## config.mk

```make
export PLATFORM = sky130hd
export DESIGN_NAME = icase_substring_matcher
export DESIGN_NICKNAME = d
export VERILOG_FILES = /design/src/hw/rtl/ism_pkg.sv /design/src/hw/rtl/ism_cell.sv /design/src/hw/rtl/ism_out_stage.sv /design/src/hw/rtl/icase_substring_matcher.sv
export SDC_FILE = /design/constraint.sdc
export NUM_CORES = 1
export LEC_CHECK = 0
export BUFFER_PORTS_ARGS = -buffer_cell sky130_fd_sc_hd__buf_4
export CAP_MARGIN = 5
export CELL_PAD_IN_SITES_DETAIL_PLACEMENT = 2
export CELL_PAD_IN_SITES_GLOBAL_PLACEMENT = 2
export CORE_ASPECT_RATIO = 1.2
export CORE_MARGIN = 2
export CORE_UTILIZATION = 45
export CTS_BUF_LIST = sky130_fd_sc_hd__clkbuf_4 sky130_fd_sc_hd__clkbuf_8
export CTS_CLUSTER_SIZE = 12
export DETAILED_ROUTE_END_ITERATION = 10
export PLACE_DENSITY_LB_ADDON = 0.1
export SLEW_MARGIN = 20
export SYNTH_ARGS = -nofsm -noshare
export SYNTH_HDL_FRONTEND = slang
export SYNTH_HIERARCHICAL = 1
export SYNTH_SLANG_ARGS = --single-unit
```

## constraint.sdc

```tcl
create_clock -name clk -period 9.8 [get_ports clk]
set_clock_uncertainty 0.05 [all_clocks]
set_input_delay 1.96 -clock clk [delete_from_list [all_inputs] [get_ports clk]]
set_output_delay 1.96 -clock clk [all_outputs]
set_load 0.01 [all_outputs]
```

## src/hw/rtl/ism_pkg.sv

```systemverilog
// Shared types, operation codes and helpers of the substring matcher.
`timescale 1ns / 1ps

package ism_pkg;

  localparam int MAX_NEEDLE_DEF = 64;

  localparam logic [1:0] OP_CLEAR  = 2'd0;
  localparam logic [1:0] OP_APPEND = 2'd1;
  localparam logic [1:0] OP_TEXT   = 2'd2;
  localparam logic [1:0] OP_END    = 2'd3;

  // Per-cycle commands broadcast to every cell of the chain.
  typedef struct packed {
    logic text_en;
    logic restart;
    logic append;
  } cell_ctrl_t;

  // One result; match sits in the lowest bit.
  typedef struct packed {
    logic needle_too_long;
    logic match;
  } result_t;

  // ASCII upper-case letters map to lower case, everything else is unchanged.
  function automatic logic [7:0] fold_byte(input logic [7:0] c);
    logic [7:0] r;
    r = c;
    if (c inside {[8'h41:8'h5A]}) begin
      r = c + 8'h20;
    end
    return r;
  endfunction

endpackage

```

## src/hw/rtl/ism_cell.sv

```systemverilog
// One position of the pattern: its byte and its bit of the partial match vector.
`timescale 1ns / 1ps

module ism_cell #(
  parameter int LEN_W = 7,
  parameter int IDX   = 0
) (
  input  logic               clk,
  input  logic               rst_n,
  input  ism_pkg::cell_ctrl_t ctrl,
  input  logic [7:0]         char_in,
  input  logic [LEN_W-1:0]   len,
  input  logic               prev_match,
  output logic               match_out,
  output logic               hit
);

  logic [7:0] pat_r;
  logic       match_r;
  logic       match_nxt;
  logic       active;
  logic       step_bit;

  assign active   = LEN_W'(IDX) < len;
  assign step_bit = prev_match & active & (pat_r == char_in);

  always_comb begin
    match_nxt = match_r;
    if (ctrl.restart) begin
      match_nxt = 1'b0;
    end else if (ctrl.text_en) begin
      match_nxt = step_bit;
    end
  end

  // A hit is a full match ending at this byte, seen only by the last pattern cell.
  assign hit       = ctrl.text_en & step_bit & (len == LEN_W'(IDX + 1));
  assign match_out = match_r;

  always_ff @(posedge clk) begin
    if (!rst_n) begin
      match_r <= 1'b0;
    end else begin
      match_r <= match_nxt;
    end
  end

  always_ff @(posedge clk) begin
    if (ctrl.append && len == LEN_W'(IDX)) begin
      pat_r <= char_in;
    end
  end

endmodule

```

## src/hw/rtl/ism_out_stage.sv

```systemverilog
// Output register with a skid entry for the result channel.
`timescale 1ns / 1ps

module ism_out_stage (
  input  logic              clk,
  input  logic              rst_n,
  input  logic              push,
  input  ism_pkg::result_t  push_data,
  input  logic              pop_ready,
  output logic              out_valid,
  output ism_pkg::result_t  out_data,
  output logic              space
);

  logic             out_valid_r;
  logic             out_valid_nxt;
  logic             skid_valid_r;
  logic             skid_valid_nxt;
  ism_pkg::result_t out_data_r;
  ism_pkg::result_t out_data_nxt;
  ism_pkg::result_t skid_data_r;
  ism_pkg::result_t skid_data_nxt;
  logic             pop;

  assign pop = out_valid_r & pop_ready;

  always_comb begin
    out_valid_nxt  = out_valid_r;
    skid_valid_nxt = skid_valid_r;
    out_data_nxt   = out_data_r;
    skid_data_nxt  = skid_data_r;
    if (skid_valid_r) begin
      if (pop) begin
        out_data_nxt   = skid_data_r;
        skid_valid_nxt = 1'b0;
      end
    end else if (push) begin
      if (!out_valid_r || pop) begin
        out_data_nxt  = push_data;
        out_valid_nxt = 1'b1;
      end else begin
        skid_data_nxt  = push_data;
        skid_valid_nxt = 1'b1;
      end
    end else if (pop) begin
      out_valid_nxt = 1'b0;
    end
  end

  always_ff @(posedge clk) begin
    if (!rst_n) begin
      out_valid_r  <= 1'b0;
      skid_valid_r <= 1'b0;
    end else begin
      out_valid_r  <= out_valid_nxt;
      skid_valid_r <= skid_valid_nxt;
    end
  end

  always_ff @(posedge clk) begin
    out_data_r  <= out_data_nxt;
    skid_data_r <= skid_data_nxt;
  end

  assign out_valid = out_valid_r;
  assign out_data  = out_data_r;
  assign space     = ~skid_valid_r;

endmodule

```

## src/hw/rtl/icase_substring_matcher.sv

```systemverilog
// Top level of the case-insensitive substring matcher.
`timescale 1ns / 1ps
// Usage: the input channel carries one operation per transfer, its code on
// in_tuser (clear, append pattern byte, text byte, end of text) and its byte
// on in_tdata. Letters are folded to lower case before they are stored or
// compared. Appended bytes fill a row of cells, one cell per pattern position;
// bytes beyond MAX_NEEDLE are dropped and flagged. Each text byte is broadcast
// to all cells and every cell but the first takes its neighbour's partial
// match bit, so every pattern position is compared with the byte in parallel.
// Throughput: one transfer per cycle for every operation while in_tready is
// high, set by the single register stage of the cell chain.
// Result: an end-of-text transfer places its result in the output register,
// or in the skid entry while the receiver stalls; no other operation does.
// Reset clears the pattern length, the flags, the match vector and the output
// stage; no clearing pass is needed. While the receiver stalls, one further
// result is held in a skid entry and input transfers continue; in_tready
// falls only once that entry is occupied too.
module icase_substring_matcher #(
  parameter int MAX_NEEDLE = ism_pkg::MAX_NEEDLE_DEF
) (
  input  logic       clk,
  input  logic       rst_n,
  input  logic       in_tvalid,
  output logic       in_tready,
  input  logic [7:0] in_tdata,   // [7:0] data_byte
  input  logic [1:0] in_tuser,   // [1:0] operation
  output logic       out_tvalid,
  input  logic       out_tready,
  output logic [7:0] out_tdata   // [0] match, [1] needle_too_long, [7:2] zero
);

  localparam int LEN_W = $clog2(MAX_NEEDLE + 1);

  logic                 accept;
  logic [7:0]           char_f;
  ism_pkg::cell_ctrl_t  ctrl;
  logic [LEN_W-1:0]     len_r;
  logic [LEN_W-1:0]     len_nxt;
  logic                 overflow_r;
  logic                 overflow_nxt;
  logic                 found_r;
  logic                 found_nxt;
  logic                 full;
  logic [MAX_NEEDLE-1:0] match_bits;
  logic [MAX_NEEDLE-1:0] hits;
  logic                 push;
  ism_pkg::result_t     result;
  ism_pkg::result_t     out_res;

  assign accept = in_tvalid & in_tready;
  assign char_f = ism_pkg::fold_byte(in_tdata);
  assign full   = len_r == LEN_W'(MAX_NEEDLE);

  assign ctrl.text_en = accept & (in_tuser == ism_pkg::OP_TEXT);
  assign ctrl.restart = accept & (in_tuser != ism_pkg::OP_TEXT);
  assign ctrl.append  = accept & (in_tuser == ism_pkg::OP_APPEND);

  genvar g;
  generate
    for (g = 0; g < MAX_NEEDLE; g++) begin : g_cell
      logic prev;
      if (g == 0) begin : g_first
        // A new partial match may start at every text byte.
        assign prev = 1'b1;
      end else begin : g_rest
        assign prev = match_bits[g-1];
      end
      ism_cell #(
        .LEN_W (LEN_W),
        .IDX   (g)
      ) u_cell (
        .clk        (clk),
        .rst_n      (rst_n),
        .ctrl       (ctrl),
        .char_in    (char_f),
        .len        (len_r),
        .prev_match (prev),
        .match_out  (match_bits[g]),
        .hit        (hits[g])
      );
    end
  endgenerate

  always_comb begin
    len_nxt      = len_r;
    overflow_nxt = overflow_r;
    found_nxt    = found_r;
    if (accept) begin
      case (in_tuser)
        ism_pkg::OP_CLEAR: begin
          len_nxt      = '0;
          overflow_nxt = 1'b0;
          found_nxt    = 1'b0;
        end
        ism_pkg::OP_APPEND: begin
          found_nxt = 1'b0;
          if (full) begin
            overflow_nxt = 1'b1;
          end else begin
            len_nxt = len_r + 1'b1;
          end
        end
        ism_pkg::OP_TEXT: begin
          if (|hits) begin
            found_nxt = 1'b1;
          end
        end
        default: begin
          found_nxt = 1'b0;
        end
      endcase
    end
  end

  always_ff @(posedge clk) begin
    if (!rst_n) begin
      len_r      <= '0;
      overflow_r <= 1'b0;
      found_r    <= 1'b0;
    end else begin
      len_r      <= len_nxt;
      overflow_r <= overflow_nxt;
      found_r    <= found_nxt;
    end
  end

  assign push                   = accept & (in_tuser == ism_pkg::OP_END);
  assign result.match           = (len_r == '0) | found_r;
  assign result.needle_too_long = overflow_r;

  ism_out_stage u_out (
    .clk       (clk),
    .rst_n     (rst_n),
    .push      (push),
    .push_data (result),
    .pop_ready (out_tready),
    .out_valid (out_tvalid),
    .out_data  (out_res),
    .space     (in_tready)
  );

  assign out_tdata = {6'b0, out_res};

endmodule

```

; ---- After elaboration in Yosys (flattened, before gate mapping)
; Index checks and enable logic that the tools add are counted.
[op_classes]
addsub = 2
magnitude_cmp = 66
n_eq_ne = 137
muxes = 18
bitwise_logic = 265
reduce_logical = 81
[op_table]
columns = operator, count
row1 = 8-bit == test, 64
row2 = 1-bit AND, 261
row3 = "7-bit by 6-bit == test with 1-bit output, second input constant", 32
row4 = "6-bit by 7-bit < comparator with 1-bit output, first input constant", 32
row5 = "7-bit by 5-bit == test with 1-bit output, second input constant", 16
row6 = "5-bit by 7-bit < comparator with 1-bit output, first input constant", 16
row7 = 1-bit logical AND, 65
row8 = 64-bit OR reduction, 1
row9 = "7-bit by 4-bit == test with 1-bit output, second input constant", 8
row10 = "4-bit by 7-bit < comparator with 1-bit output, first input constant", 8
row11 = "7-bit by 3-bit == test with 1-bit output, second input constant", 4
row12 = "3-bit by 7-bit < comparator with 1-bit output, first input constant", 4
row13 = 3-bit AND reduction, 5
row14 = "7-bit by 2-bit == test with 1-bit output, second input constant", 2
row15 = "1-bit by 7-bit < comparator with 1-bit output, first input constant", 2
row16 = "2-bit by 7-bit < comparator with 1-bit output, first input constant", 2
row17 = 7-bit case mux with 2 select lines, 1
row18 = 1-bit 2-to-1 mux, 10
row19 = "8-bit by 6-bit adder with 8-bit output, second input constant", 1
row20 = "8-bit by 7-bit greater-or-equal comparator with 1-bit output, second input constant", 1
row21 = "8-bit by 7-bit <= comparator with 1-bit output, second input constant", 1
row22 = 2-bit 2-to-1 mux, 4
row23 = 8-bit 2-to-1 mux, 1
row24 = "2-bit != test, second input constant", 4
row25 = other kinds (17), 24
[word_totals]
ff_bits = 590
in_bits = 14
out_inout_bits = 10
word_cells = 705

; ---- Depth between registers and ports, before layout
; Gate-level depths: netlist (run 1).
[logic_depth]
depth_word = 10
ltp_mapped = 12
ltp_nobuf = 12

; ---- Least setup slack after synthesis (run 1)
; Ideal clock, no wire load.
[synth_path]
path_kind = input -> register
startpoint = in in_tdata[3]
endpoint = reg found_r
arrival_ps = 7110
slack_ps = 2412
path_stages = 11
cell_sequence = or4_4 > o22ai_2 > o41a_1 > xnor2_1 > nand3_1 > or4_4 > nor4_4 > nor4_1 > nand4_1 > nor4_1 > o22ai_1
[synth_between]
elab_chain_len = 10
[synth_lines]
columns = item, line
row1 = start: declaration, icase_substring_matcher.sv:25  ; input logic [7:0] in_tdata,
row2 = 8-bit by 7-bit greater-or-equal comparator with 1-bit output / 8-bit by 7-bit <= comparator with 1-bit output (equally long branches), ism_pkg.sv:30  ; if (c inside {[8'h41:8'h5A]}) begin
row3 = 1-bit logical AND, ism_pkg.sv:30
row4 = 8-bit 2-to-1 mux (*), ism_pkg.sv:30
row5 = named net char_f[6], icase_substring_matcher.sv:35  ; logic [7:0] char_f;
row6 = 8-bit == test (*), ism_cell.sv:25  ; assign step_bit = prev_match & active & (pat_r == char_in);
row7 = 1-bit AND (*), ism_cell.sv:25
row8 = 1-bit AND (*) (2 in a row), ism_cell.sv:37  ; assign hit = ctrl.text_en & step_bit & (len == LEN_W'(IDX + 1));
row9 = named net hits[55], icase_substring_matcher.sv:45  ; logic [MAX_NEEDLE-1:0] hits;
row10 = 64-bit OR reduction (*), icase_substring_matcher.sv:104  ; if (|hits) begin
row11 = 2-bit by 1-bit != test with 1-bit output (no source line) (*), -
row12 = 2-bit AND reduction (no source line) (*), -
row13 = end signal: assignment, icase_substring_matcher.sv:123  ; found_r <= found_nxt;
row14 = end: declaration, icase_substring_matcher.sv:41  ; logic found_r;
; Mark *: on every way through the listed nets, which the timed path passes. The rest lies on a longest branch.
; A chain may end at the register's enable or synchronous reset.

; ---- Final worst setup path (run 1)
[layout_path]
startpoint = in in_tdata[1]
endpoint = reg found_r
; The elaborated chain is that of the path after synthesis.

==> impl_metrics.ini, run 1 <==
[route]
drt_first_iter_violations = 1064
first_pass_iters = 5
drc = 0
vias_per_cell = 5.90
post_drt_wl_per_cell_um = 26.5
drt_wl_total_mm = 85.4
vias = 19000
drtAntennaViolNets = 0

[die]
rows = 101
core_area_um2 = 63100
top_level_ports = 24
die_x_um = 234
initial_core_util_pct = 45.3
dieArea_um2 = 65500
die_h_um = 280

[timing]
fin_ws_ns = 3.50
grt_setup_unrepaired = false
fin_crit_sh_pct = 64.3
setup_viol = 0
final_max_slew_viol_count = 0
fmax_mhz = 159
setup-tns-final_ns = 0
worst_slew_pin_slew_ns = 1.03
relSlewSlack_pct = 30.9
finalHoldViolations = 0
post-route-min-period_ns = 6.30

[clocking]
cts_htree_levels = 3
clock_sinks = 590
cts_hold_buf = 0
clock_path_buffers = 3
path_clk_slew_ns = 0.06
cts_tree = yes
cts-resized-gates = 0
postCtsSetupBuffers = 0
cts_root_buf = clkbuf_8
numCtsBuffers = 101
insertion_delay_ns = 0.73

[worst_setup_path]
cp.required_ns = 10.31
cp_data_arrival_time_ns = 6.81
cp-end-kind = flop
critPathMaxFanout = 72
cp-start-kind = primary input
criticalPathCategory = primary input to flop

[global_routing]
grt-busiest-layer = met2
use_met3_pct = 3.08
grt_pass1_vias = 21700
grt_usage_pct = 26.6
antenna_found_initial = 2
grt_max_degree = 133
grt_pass1_wl_mm = 132
met2_usage_pct = 47.1
grt-ovfl-total = 0
gr-usage-met1_pct = 33.7

[cells_and_area]
layout.filler_cells = 5897
drive_gt1_share_pct = 18.5
finalInstanceArea_um2 = 32500
instances_no_fill = 3222
finish.utilization_pct = 51.5
nets = 2327
areaGrowthSynthToFinish_pct = 13.7

[synthesis]
synth_warnings = 6
synth_area_per_cell_um2 = 13.3
syn_inst = 2144
netlist_area_um2 = 28600

[run]
cap_viol_max_count = 0

[pwr]
power_leakage_nw = 10.0
irDropWorstVdd_uv = 122
power_density_nw_per_um2 = 168

[run_status]
status = complete, no violations

[placed_design]
io_buffers = 17
gp_congestion = 0.754
placed_cells = 3031
placed_cell_area_um2 = 30200
place_hpwl_mm = 47.1
pre_cts_ws_ns = 2.82

[worst_hold_path]
hold_path.class = flop to flop
-- final timing paths --
kind | from | end | slack (ns) | cells after the start
min reg2reg | g_cell[59].u_cell/match_out | g_cell[59].u_cell/match_out | 0.43 | 2
min | g_cell[59].u_cell/match_out | g_cell[59].u_cell/match_out | 0.43 | 2
max | in_tdata[1] | found_r | 3.50 | 14
max reg2reg | len_r[1] | found_r | 5.40 | 8
-- sequential cells by signal, indices dropped and copies added, names as in the netlist --
register	flops
u_out/out_valid	1
g_cell.u_cell/pat_r	512
overflow_r	1
u_out/skid_valid_r	1
len_r	7
u_out/out_data	2
u_out/skid_data_r	2
found_r	1
g_cell.u_cell/match_out	63
-- cell usage in the layout (no fill, tap or decap), types with 21 or more instances in the layout --
| cell type | n |
|---|---|
| a21oi_1 | 38 |
| nand3_1 | 83 |
| nor4_2 | 54 |
| clkbuf_8 | 118 |
| nor3_1 | 57 |
| nor3_2 | 30 |
| dfxtp_1 | 67 |
| and3_1 | 21 |
| nand2b_1 | 83 |
| nor4_1 | 58 |
| xor2_1 | 308 |
| clkbuf_4 | 44 |
| nand2_1 | 104 |
| inv_1 | 42 |
| xnor2_1 | 204 |
| nand4_1 | 67 |
| buf_4 | 56 |
| edfxtp_1 | 516 |
| nor2_1 | 69 |
-- worst max-delay path: stages --
cell,delay [ns]
buf_6,0.56
or4_4,0.25
o22ai_2,0.08
nor4b_1,0.54
or2_4,0.60
buf_12,0.47
xnor2_1,0.15
nand3_1,0.12
nor4_1,0.07
and3_1,0.21
nor4_1,0.79
nand4_1,0.40
nor4_1,0.39
o22ai_1,0.14
-- through the flow --
stage	power [mW]	hold slack (ns)
floorplan	2.98	0.381
global placement	3.12	0.410
detailed placement	3.13	0.420
CTS	5.50	0.433
global route	5.62	0.452
finish	5.44	0.430
-- per-layer routing --
layer / share of wire (%) / routed length, µm
met1: 43 / 36600
met3: 3.7 / 3200
met2: 51 / 43900
met4: 2.1 / 1780
met5: 0 / 0
-- power breakdown --
group	switching (mW)	internal, mW
registers	0.00913	2.73
clock network	1.05	1.31
logic	0.237	0.101
total	1.29	4.15
-- area by class of cell --
class	count	area [µm²]	share of cell area [%]
sequential	590	17000	52.4
multi-input combinational	1510	11600	35.6
clock buffer	162	1950	6.02
tap	824	1030	3.18
timing repair buffer	65	557	1.72
clock inverter	28	194	0.597
inverter	42	158	0.486
antenna	1	2.50	0.00771
(Power assumes the default switching activity.)
==> run 2: changes to the inputs <==
--- a/config.mk
+++ b/config.mk
@@ -11,7 +11,7 @@
 export CELL_PAD_IN_SITES_GLOBAL_PLACEMENT = 2
 export CORE_ASPECT_RATIO = 1.2
 export CORE_MARGIN = 2
-export CORE_UTILIZATION = 45
+export CORE_UTILIZATION = 43
 export CTS_BUF_LIST = sky130_fd_sc_hd__clkbuf_4 sky130_fd_sc_hd__clkbuf_8
 export CTS_CLUSTER_SIZE = 12
 export DETAILED_ROUTE_END_ITERATION = 10
==> constraint.sdc (replaced) <==
create_clock -name clk -period 5.64 [get_ports clk]
set_clock_uncertainty 0.05 [all_clocks]
set_input_delay 1.128 -clock clk [delete_from_list [all_inputs] [get_ports clk]]
set_output_delay 1.128 -clock clk [all_outputs]
set_load 0.01 [all_outputs]
==> impl_metrics.ini, run 2 (synthesis gave the netlist of run 1 again) <==
[die]
top_level_ports = 24
dieArea_um2 = 68500
die_x_um = 239
core_area_um2 = 65700
rows = 103
initial_core_util_pct = 43.5
die_h_um = 286

[global_routing]
use_met3_pct = 3.47
gr-usage-met1_pct = 31.8
grt-ovfl-total = 0
grt-busiest-layer = met2
grt_pass1_vias = 21800
met2_usage_pct = 44.2
antenna_found_initial = 3
grt_pass1_wl_mm = 132
grt_max_degree = 105
grt_usage_pct = 25.2

[clocking]
clock_path_buffers = 3
numCtsBuffers = 102
clock_sinks = 590
cts_tree = yes
cts_root_buf = clkbuf_8
cts-resized-gates = 0
cts_hold_buf = 0
cts_htree_levels = 3
postCtsSetupBuffers = 0
path_clk_slew_ns = 0.06
insertion_delay_ns = 0.70

[route]
vias = 19100
drt_first_iter_violations = 1171
drtAntennaViolNets = 0
vias_per_cell = 5.86
drc = 0
first_pass_iters = 5
drt_wl_total_mm = 85.3
post_drt_wl_per_cell_um = 26.2

[worst_setup_path]
cp_data_arrival_time_ns = 5.02
path_cells = buf_6 > a21oi_1 > o22ai_2 > nor4b_1 > a21o_4 > buf_4 > xor2_1 > nor4_2 > nand4_1 > nor4_2 > nor4_1 > nand4_1 > nor4_1 > o22ai_1
cp.required_ns = 6.13
crit_path_top_delay_cell = a21o_4
cp-start-kind = primary input
slowest_delay_ns = 0.70
cp-end-kind = flop
critPathMaxFanout = 45
criticalPathCategory = primary input to flop

[cells_and_area]
nets = 2351
top_register = g_cell.u_cell/pat_r
drive_gt1_share_pct = 18.6
final_cell_mix = 516 x edfxtp_1, 308 x xor2_1, 204 x xnor2_1
instances_no_fill = 3261
final_common_cell = edfxtp_1
largest_reg_flops = 512
areaGrowthSynthToFinish_pct = 14.5

[placed_design]
gp_congestion = 0.742
io_buffers = 17
pre_cts_ws_ns = 0.307
place_hpwl_mm = 47.1
placed_cells = 3070

[timing]
setup-tns-final_ns = 0
grt_setup_unrepaired = false
fin_crit_sh_pct = 80.5
fmax_mhz = 220
worst_slew_pin_slew_ns = 1.05
fin_ws_ns = 1.10
final_max_slew_viol_count = 0
post-route-min-period_ns = 4.54
finalHoldViolations = 0
setup_viol = 0
relSlewSlack_pct = 29.3

[pwr]
power_leakage_nw = 10.1
irDropWorstVdd_uv = 221
finalPower_mw = 9.34
power_density_nw_per_um2 = 285

[run]
cap_viol_max_count = 0

[worst_hold_path]
hold_path.class = flop to flop

[run_status]
status = complete, no violations
-- run 2: changes by cell type in the layout (fill, tap and decap cells not counted), moves of 4 or more --
cell,change
clkinvlp_4,-5
clkbuf_4,+9
buf_4,+11
buf_12,+12
nor3b_1,+6
clkinv_1,+12
clkinv_2,-10
clkbuf_8,-4
nor3b_2,-6
-- run 2: through the flow --
step	instance area [µm²]	util [%]	hold WS [ns]
after floorplan	28600	-	0.381
after global placement	30500	46.4	0.403
after detailed placement	30500	46.5	0.412
after CTS	32600	49.6	0.419
after global routing	32700	49.8	0.433
final	32700	49.8	0.417
-- run 2: final timing paths --
| check | from | endpoint | slack (ns) | depth (start not counted) |
|---|---|---|---|---|
| hold reg to reg | overflow_r | u_out/skid_data_r[1] | 0.42 | 0 |
| setup reg to reg | u_out/skid_valid_r | found_r | 1.94 | 12 |
| hold / removal | overflow_r | u_out/skid_data_r[1] | 0.42 | 0 |
| setup / recovery | in_tdata[1] | found_r | 1.10 | 14 |
-- run 2: where the power goes --
group	leakage, nW	total [mW]	switching, mW	internal, mW
Sequential	5.24	4.76	0.0133	4.75
Clock	1.11	3.96	1.78	2.19
Combinational	3.80	0.609	0.419	0.191
Total	10.1	9.34	2.21	7.13
-- run 2: worst max-delay path: cells and delay by family --
family / cells / cell delay, ns
buffers and inverters: 2 / 0.50
AO/OA/AOI/OAI: 4 / 1.12
AND/OR/NAND/NOR: 7 / 1.94
XOR/XNOR: 1 / 0.29
-- run 2: cell type report --
| class | count | area [µm²] |
|---|---|---|
| Antenna cell | 1 | 2.50 |
| Clock buffer | 167 | 1970 |
| Fill cell | 6276 | 33000 |
| Multi-Input combinational cell | 1510 | 11600 |
| Sequential cell | 590 | 17000 |
| Inverter | 42 | 158 |
| Tap cell | 840 | 1050 |
| Clock inverter | 23 | 91.3 |
| Timing Repair Buffer | 88 | 880 |
-- run 2: metal layers --
metal | vias up | share of wire (%)
met5 | - | 0.033
met4 | 4 | 2.9
met3 | 151 | 3.4
met2 | 361 | 51
met1 | 10100 | 43
li1 | 8499 | -
==> run 3: changes to the inputs <==
--- a/config.mk
+++ b/config.mk
@@ -5,13 +5,14 @@
 export SDC_FILE = /design/constraint.sdc
 export NUM_CORES = 1
 export LEC_CHECK = 0
+export ABC_AREA = 1
 export BUFFER_PORTS_ARGS = -buffer_cell sky130_fd_sc_hd__buf_4
 export CAP_MARGIN = 5
 export CELL_PAD_IN_SITES_DETAIL_PLACEMENT = 2
 export CELL_PAD_IN_SITES_GLOBAL_PLACEMENT = 2
 export CORE_ASPECT_RATIO = 1.2
 export CORE_MARGIN = 2
-export CORE_UTILIZATION = 43
+export CORE_UTILIZATION = 39
 export CTS_BUF_LIST = sky130_fd_sc_hd__clkbuf_4 sky130_fd_sc_hd__clkbuf_8
 export CTS_CLUSTER_SIZE = 12
 export DETAILED_ROUTE_END_ITERATION = 10
==> constraint.sdc (replaced) <==
create_clock -name clk -period 4.65 [get_ports clk]
set_clock_uncertainty 0.05 [all_clocks]
set_input_delay 0.93 -clock clk [delete_from_list [all_inputs] [get_ports clk]]
set_output_delay 0.93 -clock clk [all_outputs]
set_load 0.01 [all_outputs]
==> impl_metrics.ini, run 3 <==
[clocking]
cts_root_buf = clkbuf_8
insertion_delay_ns = 0.76
postCtsSetupBuffers = 0
numCtsBuffers = 107
cts_tree = yes
clock_sinks = 590
path_clk_slew_ns = 0.06
clock_path_buffers = 3
cts_htree_levels = 3
cts_hold_buf = 0
cts-resized-gates = 0

[placed_design]
io_buffers = 17
pre_cts_ws_ns = 0.511
place_hpwl_mm = 79.6
gp_congestion = 0.769

[cells_and_area]
layout.filler_cells = 11000
final_cell_mix = 1740 x nand2_1, 1154 x inv_1, 649 x nor2_1
largest_reg_flops = 512
drive_gt1_share_pct = 11.4
areaGrowthSynthToFinish_pct = 14.4
final_common_cell = nand2_1
nets = 5311
top_register = g_cell.u_cell/pat_r

[timing]
fin_crit_sh_pct = 72.6
finalHoldViolations = 0
fmax_mhz = 296
grt_setup_unrepaired = false
final_max_slew_viol_count = 0
relSlewSlack_pct = 35.2
setup_viol = 0
worst_slew_pin_slew_ns = 0.972
post-route-min-period_ns = 3.38
fin_ws_ns = 1.27
setup-tns-final_ns = 0

[route]
drtAntennaViolNets = 0
drc = 0
first_pass_iters = 5
drt_wl_total_mm = 124
vias_per_cell = 4.96
post_drt_wl_per_cell_um = 18.7
vias = 32900
drt_first_iter_violations = 1340

[synthesis]
synth_warnings = 6
netlist_area_um2 = 36100
syn_inst = 5045
synth_area_per_cell_um2 = 7.16

[die]
die_x_um = 282
dieArea_um2 = 95000
core_area_um2 = 92000
rows = 122
die_h_um = 337
initial_core_util_pct = 39.2
top_level_ports = 24

[global_routing]
met2_usage_pct = 50.8
antenna_found_initial = 1
gr-usage-met1_pct = 30.4
grt_max_degree = 140
grt_usage_pct = 26.4
grt_pass1_vias = 37100
grt_pass1_wl_mm = 198
use_met3_pct = 3.17
grt-ovfl-total = 0
grt-busiest-layer = met2

[worst_setup_path]
cp-start-kind = primary input
critPathMaxFanout = 44
criticalPathCategory = primary input to flop
cp.required_ns = 5.23
cp_data_arrival_time_ns = 3.96
cp-end-kind = flop

[pwr]
power_density_nw_per_um2 = 290
power_leakage_nw = 19.2
irDropWorstVdd_uv = 277
finalPower_mw = 12.0

[run]
cap_viol_max_count = 0

[run_status]
status = complete, no violations

[worst_hold_path]
hold_path.class = primary input to flop
[run 3: worst paths after layout]
path / depth (start not counted) / slack [ns] / endpoint / from
worst min-delay path: 1 / 0.39 / g_cell[10].u_cell/pat_r[0] / in_tdata[0]
worst max-delay path: 23 / 1.27 / found_r / in_tdata[1]
worst min register to register: 2 / 0.41 / g_cell[61].u_cell/match_out / g_cell[61].u_cell/match_out
worst max register to register: 16 / 1.35 / found_r / len_r[4]
[run 3: worst max-delay path: stages]
cell,delay (ns)
clkbuf_8,0.14
nor2_1,0.13
nor2_1,0.05
o21ai_0,0.10
nand3_2,0.21
o21bai_4,0.24
buf_12,0.29
buf_4,0.35
inv_1,0.09
o21ai_0,0.18
nor2_1,0.06
nand2_1,0.06
nor2_1,0.04
nand2_1,0.07
nor2_1,0.04
nor2_1,0.10
nand2_1,0.06
nor2_1,0.24
nand2_1,0.09
nor2_1,0.20
nand2_1,0.08
nand2_1,0.06
a21oi_1,0.05
[run 3: final cells by class]
cell class / count / area, µm² / area share [%]
timing repair buffer: 141 / 1390 / 3.37
sequential: 590 / 17000 / 41.2
inverter: 1198 / 4500 / 10.9
clock buffer: 175 / 2050 / 4.97
antenna: 1 / 2.50 / 0.00606
multi-input combinational: 3256 / 14700 / 35.5
clock inverter: 25 / 126 / 0.306
tap: 1240 / 1550 / 3.76
[run 3: layer usage]
metal | routed length (µm) | share of wire, %
met1 | 51500 | 42
met3 | 3360 | 2.7
met5 | 0 | 0
met4 | 2580 | 2.1
met2 | 66200 | 54
[run 3: per-stage QoR]
| step | instance area [µm²] | cells | utilization, % | hold WS [ns] |
|---|---|---|---|---|
| 2_1_floorplan | 36200 | 5050 | - | 0.381 |
| 3_3_place_gp | 39100 | 6425 | 42.5 | 0.398 |
| 3_5_place_dp | 39100 | 6425 | 42.5 | 0.405 |
| 4_1_cts | 41300 | 6625 | 44.9 | 0.318 |
| 5_1_grt | 41300 | 6626 | 44.9 | 0.342 |
| 6_report | 41300 | 6626 | 44.9 | 0.388 |
[run 3: power breakdown]
part / switching [mW] / total, mW / internal (mW)
combinational: 0.758 / 1.05 / 0.292
sequential: 0.0275 / 5.79 / 5.76
clock: 2.37 / 5.14 / 2.77
total: 3.16 / 12.0 / 8.82
